File: src/hdl/rsfu_pkg.sv
`default_nettype none

package rsfu_pkg;

   localparam int WORD_BITS = 16;
   localparam int TOP_BIT   = WORD_BITS - 1;

   localparam logic [WORD_BITS-1:0] LOW_BYTE_MASK  = 16'h00FF;
   localparam logic [WORD_BITS-1:0] HIGH_BYTE_MASK = 16'hFF00;

   typedef enum logic [3:0] {
      FUNC_ZLB = 4'd0,
      FUNC_ZRB = 4'd1,
      FUNC_SXU = 4'd2,
      FUNC_SXL = 4'd3,
      FUNC_SLZ = 4'd4,
      FUNC_SLY = 4'd5,
      FUNC_SLX = 4'd6,
      FUNC_SVZ = 4'd7,
      FUNC_SVY = 4'd8,
      FUNC_SVX = 4'd9,
      FUNC_SRY = 4'd10,
      FUNC_SRX = 4'd11,
      FUNC_SRZ = 4'd12,
      FUNC_SHC = 4'd13
   } func_type;

   typedef struct packed {
      logic [3:0]           func;
      logic [WORD_BITS-1:0] a_value;
      logic [3:0]           shift_count;
      logic                 y_in;
      logic                 x_in;
      logic                 z_in;
      logic                 v_in;
   } req_item_type;

   typedef struct packed {
      logic [WORD_BITS-1:0] result_value;
      logic                 y_out;
      logic                 x_out;
      logic                 z_out;
      logic                 v_out;
   } rsp_item_type;

endpackage

`default_nettype wire

File: src/hdl/rsfu_alu.sv
`default_nettype none

// Shift / rotate / byte-clear / test datapath, purely combinational.
module rsfu_alu (
   input  wire rsfu_pkg::req_item_type req_item,
   output rsfu_pkg::rsp_item_type      rsp_item
);

   logic [rsfu_pkg::WORD_BITS-1:0]   a;
   logic [2*rsfu_pkg::WORD_BITS-1:0] rot_wide;
   logic                             fill;
   logic                             ovf_form;
   logic [rsfu_pkg::WORD_BITS-1:0]   r;
   logic                             y;
   logic                             x;
   logic                             z;

   assign a        = req_item.a_value;
   // count 0 falls out naturally: low half of {a,a} is a
   assign rot_wide = {a, a} >> req_item.shift_count;

   always_comb begin
      r        = a;
      y        = req_item.y_in;
      x        = req_item.x_in;
      z        = req_item.z_in;
      fill     = 1'b0;
      ovf_form = 1'b0;
      case (rsfu_pkg::func_type'(req_item.func))
         rsfu_pkg::FUNC_ZLB: r = a & rsfu_pkg::LOW_BYTE_MASK;
         rsfu_pkg::FUNC_ZRB: r = a & rsfu_pkg::HIGH_BYTE_MASK;
         rsfu_pkg::FUNC_SXU: begin
            x = a[rsfu_pkg::TOP_BIT];
            z = (a == '0);
         end
         rsfu_pkg::FUNC_SXL: begin
            x = a[0];
            z = (a == '0);
         end
         rsfu_pkg::FUNC_SLZ, rsfu_pkg::FUNC_SLY, rsfu_pkg::FUNC_SLX,
         rsfu_pkg::FUNC_SVZ, rsfu_pkg::FUNC_SVY, rsfu_pkg::FUNC_SVX: begin
            if ((rsfu_pkg::func_type'(req_item.func) == rsfu_pkg::FUNC_SLY) ||
                (rsfu_pkg::func_type'(req_item.func) == rsfu_pkg::FUNC_SVY)) begin
               fill = req_item.y_in;
            end else if ((rsfu_pkg::func_type'(req_item.func) == rsfu_pkg::FUNC_SLX) ||
                         (rsfu_pkg::func_type'(req_item.func) == rsfu_pkg::FUNC_SVX)) begin
               fill = req_item.x_in;
            end
            ovf_form = (rsfu_pkg::func_type'(req_item.func) == rsfu_pkg::FUNC_SVZ) ||
                       (rsfu_pkg::func_type'(req_item.func) == rsfu_pkg::FUNC_SVY) ||
                       (rsfu_pkg::func_type'(req_item.func) == rsfu_pkg::FUNC_SVX);
            y = a[rsfu_pkg::TOP_BIT];
            r = {a[rsfu_pkg::TOP_BIT-1:0], fill};
         end
         rsfu_pkg::FUNC_SRY, rsfu_pkg::FUNC_SRX, rsfu_pkg::FUNC_SRZ: begin
            if (rsfu_pkg::func_type'(req_item.func) == rsfu_pkg::FUNC_SRY) begin
               fill = req_item.y_in;
            end else if (rsfu_pkg::func_type'(req_item.func) == rsfu_pkg::FUNC_SRX) begin
               fill = req_item.x_in;
            end
            y = a[0];
            r = {fill, a[rsfu_pkg::TOP_BIT:1]};
         end
         rsfu_pkg::FUNC_SHC: r = rot_wide[rsfu_pkg::WORD_BITS-1:0];
         default: ;  // unused codes pass everything through
      endcase
   end

   assign rsp_item.result_value = r;
   assign rsp_item.y_out        = y;
   assign rsp_item.x_out        = x;
   assign rsp_item.z_out        = z;
   // sticky V: set when bit 15 flips on the overflow-checking shifts
   assign rsp_item.v_out        = req_item.v_in |
                                  (ovf_form & (a[rsfu_pkg::TOP_BIT] ^ r[rsfu_pkg::TOP_BIT]));

endmodule

`default_nettype wire

File: src/hdl/register_shift_flag_unit_core.sv
`default_nettype none

// Channel  | Direction | Handshake          | Payload
// ---------+-----------+--------------------+----------------------------------------
// req      | in        | req_valid/req_stall | func, a_value, shift_count, y/x/z/v_in
// rsp      | out       | rsp_valid/rsp_stall | result_value, y/x/z/v_out
//
// The item is captured in the input register, the datapath works on it,
// and the result lands in the output register.
// One item per cycle is sustained; the only limit is a stalled output register.
// Reset (synchronous, active high) empties both stages.
// req_stall rises only when both stages hold items and rsp_stall is high.
module register_shift_flag_unit_core (
   input  wire                             clock,
   input  wire                             reset,

   input  wire                             req_valid,
   output logic                            req_stall,
   input  wire  [3:0]                      req_func,
   input  wire  [rsfu_pkg::WORD_BITS-1:0]  req_a_value,
   input  wire  [3:0]                      req_shift_count,
   input  wire                             req_y_in,
   input  wire                             req_x_in,
   input  wire                             req_z_in,
   input  wire                             req_v_in,

   output logic                            rsp_valid,
   input  wire                             rsp_stall,
   output logic [rsfu_pkg::WORD_BITS-1:0]  rsp_result_value,
   output logic                            rsp_y_out,
   output logic                            rsp_x_out,
   output logic                            rsp_z_out,
   output logic                            rsp_v_out
);

   // input stage
   logic                    s1_valid_ff;
   logic                    s1_valid_in;
   rsfu_pkg::req_item_type  s1_item_ff;
   rsfu_pkg::req_item_type  req_item;

   // output stage
   logic                    out_valid_ff;
   logic                    out_valid_in;
   rsfu_pkg::rsp_item_type  out_item_ff;
   rsfu_pkg::rsp_item_type  alu_item;

   logic                    out_ready;
   logic                    s1_ready;
   logic                    req_take;

   assign req_item.func        = req_func;
   assign req_item.a_value     = req_a_value;
   assign req_item.shift_count = req_shift_count;
   assign req_item.y_in        = req_y_in;
   assign req_item.x_in        = req_x_in;
   assign req_item.z_in        = req_z_in;
   assign req_item.v_in        = req_v_in;

   // Output register can load when empty or being drained this cycle.
   assign out_ready = !out_valid_ff || !rsp_stall;
   // Input register can load when empty or its item moves on.
   assign s1_ready  = !s1_valid_ff || out_ready;
   assign req_stall = !s1_ready;
   assign req_take  = req_valid && s1_ready;

   always_comb begin
      s1_valid_in = s1_valid_ff;
      if (s1_ready) begin
         s1_valid_in = req_valid;
      end
   end

   always_comb begin
      out_valid_in = out_valid_ff;
      if (out_ready) begin
         out_valid_in = s1_valid_ff;
      end
   end

   rsfu_alu u_alu (
      .req_item (s1_item_ff),
      .rsp_item (alu_item)
   );

   always_ff @(posedge clock) begin
      if (reset) begin
         s1_valid_ff  <= 1'b0;
         out_valid_ff <= 1'b0;
      end else begin
         s1_valid_ff  <= s1_valid_in;
         out_valid_ff <= out_valid_in;
      end
   end

   // payload registers, no reset
   always_ff @(posedge clock) begin
      if (req_take) begin
         s1_item_ff <= req_item;
      end
      if (out_ready && s1_valid_ff) begin
         out_item_ff <= alu_item;
      end
   end

   assign rsp_valid        = out_valid_ff;
   assign rsp_result_value = out_item_ff.result_value;
   assign rsp_y_out        = out_item_ff.y_out;
   assign rsp_x_out        = out_item_ff.x_out;
   assign rsp_z_out        = out_item_ff.z_out;
   assign rsp_v_out        = out_item_ff.v_out;

endmodule

`default_nettype wire

File: config.mk
export PLATFORM = sky130hd
export DESIGN_NAME = register_shift_flag_unit_core
export DESIGN_NICKNAME = d
export VERILOG_FILES = /design/src/hdl/rsfu_pkg.sv /design/src/hdl/rsfu_alu.sv /design/src/hdl/register_shift_flag_unit_core.sv
export SDC_FILE = /design/constraint.sdc
export NUM_CORES = 1
export LEC_CHECK = 0
export BUFFER_PORTS_ARGS = -buffer_cell sky130_fd_sc_hd__buf_2
export CORE_MARGIN = 2
export CORE_UTILIZATION = 50
export DETAILED_ROUTE_END_ITERATION = 7
export PLACE_DENSITY = 0.73
export RECOVER_POWER = 100
export SYNTH_ARGS = -nofsm -noshare
export SYNTH_HDL_FRONTEND = slang
export SYNTH_SLANG_ARGS = --single-unit
File: constraint.sdc
create_clock -name clock -period 4.7 [get_ports clock]
set_input_delay 0.47 -clock clock [delete_from_list [all_inputs] [get_ports clock]]
set_output_delay 0.47 -clock clock [all_outputs]
set_load 0.05 [all_outputs]
==> flow_summary.json <==
{
  "status": "complete, but fails checks",
  "violations": "capacitance limit, slew limit",
  "initial_utilization_pct": 51.5,
  "cts_tree": "done",
  "fp.dieH_um": 79.3,
  "yosys_warnings": 0,
  "synthSimpleGateAreaFrac_pct": 10.2,
  "yosys-top-cells-count": "48 x edfxtp_1, 38 x mux2i_1, 19 x nand2_1",
  "syn_nets": 254,
  "synth_area_um2": 2840,
  "pin_count": 54,
  "fin_skew_ps": 7.44,
  "min_period_over_period_pct": 71.3,
  "drv_slew": 21,
  "vias": 2088,
  "antenna_found_initial": 0,
  "drtIter0Drc": 284,
  "htreeDepth": 2,
  "cap_violations": 1,
  "grt_pass1_wl_um": 9380,
  "cts_root_buf": "clkbuf_8",
  "arrival_ps": 3410,
  "place_inst": 332,
  "tns_ps": 0,
  "design.core.area_um2": 5510,
  "hold_viol": 0,
  "clk_pin_slew_worst_paths_ps": 90,
  "place.gp.congestion": 0.962,
  "worstPathMaxFanout": 22,
  "finalSetupViolCount": 0,
  "postCtsHoldBufs": 0,
  "period_needed_ps": 3350,
  "p_total_uw": 989,
  "slew_headroom_pct": -70.6,
  "yosysSeqAreaShare_pct": 52.2,
  "synth.distinct_cells": 36,
  "grt_max_degree": 29,
  "place_ws_ps": 2140,
  "hold_depth": 1,
  "area_delta_synth_final_pct": 12.0,
  "rsz0062_at_grt": "no",
  "setup_ws_ps": 1350,
  "rows": 27,
  "min_to": "s1_item_ff[2]$_DFFE_PP_",
  "min_path_type": "primary input to flop",
  "clk_latency_ps": 300,
  "grt_use_total_pct": 19.5,
  "final_nets": 299,
  "yosysTopAreaCell": "edfxtp_1",
  "clock_path_buffers": 2,
  "synthXorXnorAreaFrac_pct": 0,
  "startpoint_type": "flop",
  "wire_per_inst_um": 17.5,
  "drive_gt1_share_pct": 19.8,
  "fp.dieW_um": 79.3,
  "p_per_area_nw_per_um2": 311,
  "tightestPinTransition_ps": 2540,
  "cts.sinks": 50,
  "routed_via_density": 6.14,
  "wirelength_um": 5940,
  "crit_type": "flop to flop",
  "synthFlopType": "edfxtp_1",
  "cp.required_ps": 4760,
  "portBuffers": 53,
  "dr.pass1.iters": 7,
  "synth_edf_count": 48,
  "reg2reg_depth": 6,
  "ant_nets": 0,
  "fmax_ghz": 0.298,
  "finalNonFillerCells": 340,
  "place_hpwl_um": 4320,
  "ys_ff_latch": 50,
  "vdd_drop_max_mv": 0.173,
  "synthMuxAreaShare_pct": 21.5,
  "r2r_start": "s1_item_ff[5]$_DFFE_PP_",
  "postCtsSetupRepairBufs": 0,
  "synth_top_cell_area_share_pct": 50.8,
  "synth_area_leaders": "edfxtp_1 51%, mux2i_1 13%, a222oi_1 4.9%",
  "synth_adder_area_share_pct": 0,
  "crit_chain": "clkbuf_1 > mux2_2 > mux4_2 > nor2b_1 > or4_1 > a21o_1",
  "cts_made_buffers": 5,
  "slowest_delay_ps": 1010,
  "cp-end-kind": "flop",
  "synth_most_common_cell": "edfxtp_1",
  "synth_top_family_by_area": "multiplexers",
  "async_flop_share_pct": 0,
  "die-area_um2": 6290,
  "syn_avg_cell_area_um2": 12.8,
  "grt_pass1_vias": 1863,
  "min_from": "req_x_in",
  "drc_errors": 0,
  "regToRegEndpoint": "rsp_v_out$_DFFE_PP_",
  "cp_slowest_cell": "clkbuf_1",
  "synth_cells": 222,
  "leakagePower_uw": 0.00122,
  "cts_resized": 0,
  "r2r_slack_ps": 1350,
  "grt_overflow_total": 0,
  "synth-compound-area-share_pct": 13.5,
  "n_antenna_cell": 0
}
-- layout make-up --
cell class	count	area [um^2]
Fill cell	492	2330
Sequential cell	50	1480
Multi-Input combinational cell	155	1280
Timing Repair Buffer	55	245
Tap cell	72	90.1
Clock buffer	7	76.3
Clock inverter	1	7.51
-- cell usage in the layout, fill, tap and decap left out, drive strengths merged, types with 2 or more instances in the layout --
| cell type | instances |
|---|---|
| mux2 | 12 |
| nand3b | 2 |
| nor3b | 2 |
| or4 | 2 |
| nor4 | 4 |
| nor2b | 6 |
| nand2 | 19 |
| edfxtp | 48 |
| nor2 | 8 |
| buf | 31 |
| nand3 | 4 |
| a32oi | 2 |
| mux4 | 4 |
| o21ai | 3 |
| dfxtp | 2 |
| clkbuf | 31 |
| a211oi | 2 |
| nand2b | 4 |
| a21oi | 5 |
| mux2i | 38 |
| o22a | 12 |
| a222oi | 14 |
| a21o | 3 |
-- metal layers --
metal | track usage, % | wire, um | part of all wire, %
met3 | 5.11 | 439 | 7.4
met4 | 6.21 | 76 | 1.3
met5 | 0 | 0 | 0
met1 | 27.1 | 2630 | 44
met2 | 30.0 | 2800 | 47
-- critical path, delay by kind of cell, from the launching register on --
| family | cells | cell delay [ps] |
|---|---|---|
| buf+inv | 1 | 1010 |
| mux | 2 | 930 |
| simple gates | 2 | 680 |
| flops | 1 | 320 |
| compound gates | 1 | 170 |
-- stage by stage --
step / util, % / cell area, um^2 / hold slack, ps
global placement: 57.1 / 3140 / 457
CTS: 58.6 / 3230 / 327
floorplan: - / 2840 / 444
detailed placement: 57.1 / 3140 / 474
finish: 57.7 / 3180 / 336
global route: 57.7 / 3180 / 316
-- how the worst max path moves through the flow --
stage / end / startpoint / cells after the start
2_1_floorplan: s1_item_ff[0]$_DFFE_PP_ / rsp_valid$_SDFFE_PP0P_ / 2
3_3_place_gp: rsp_v_out$_DFFE_PP_ / s1_item_ff[5]$_DFFE_PP_ / 6
3_5_place_dp: rsp_v_out$_DFFE_PP_ / s1_item_ff[5]$_DFFE_PP_ / 6
4_1_cts: rsp_v_out$_DFFE_PP_ / s1_item_ff[5]$_DFFE_PP_ / 6
5_1_grt: rsp_v_out$_DFFE_PP_ / s1_item_ff[5]$_DFFE_PP_ / 6
6_report: rsp_v_out$_DFFE_PP_ / s1_item_ff[5]$_DFFE_PP_ / 6
-- cell families after synthesis --
family          count (synthesis)
simple gates                   55
mux                            54
flops                          50
compound gates                 46
buf+inv                        17
-- sequential cells by signal, summed over array words and instances (netlist names) --
signal	count
rsp_valid	1
s1_item_ff	28
rsp_x_out	1
rsp_z_out	1
s1_valid_ff	1
rsp_y_out	1
rsp_v_out	1
rsp_result_value	16
-- where the power goes --
group | internal, uW | total, uW | switching [uW]
logic | 74.3 | 190 | 116
registers | 523 | 558 | 34.1
clock network | 105 | 241 | 135
total | 703 | 989 | 285
No activity file was read; power rests on OpenSTA's default activity.
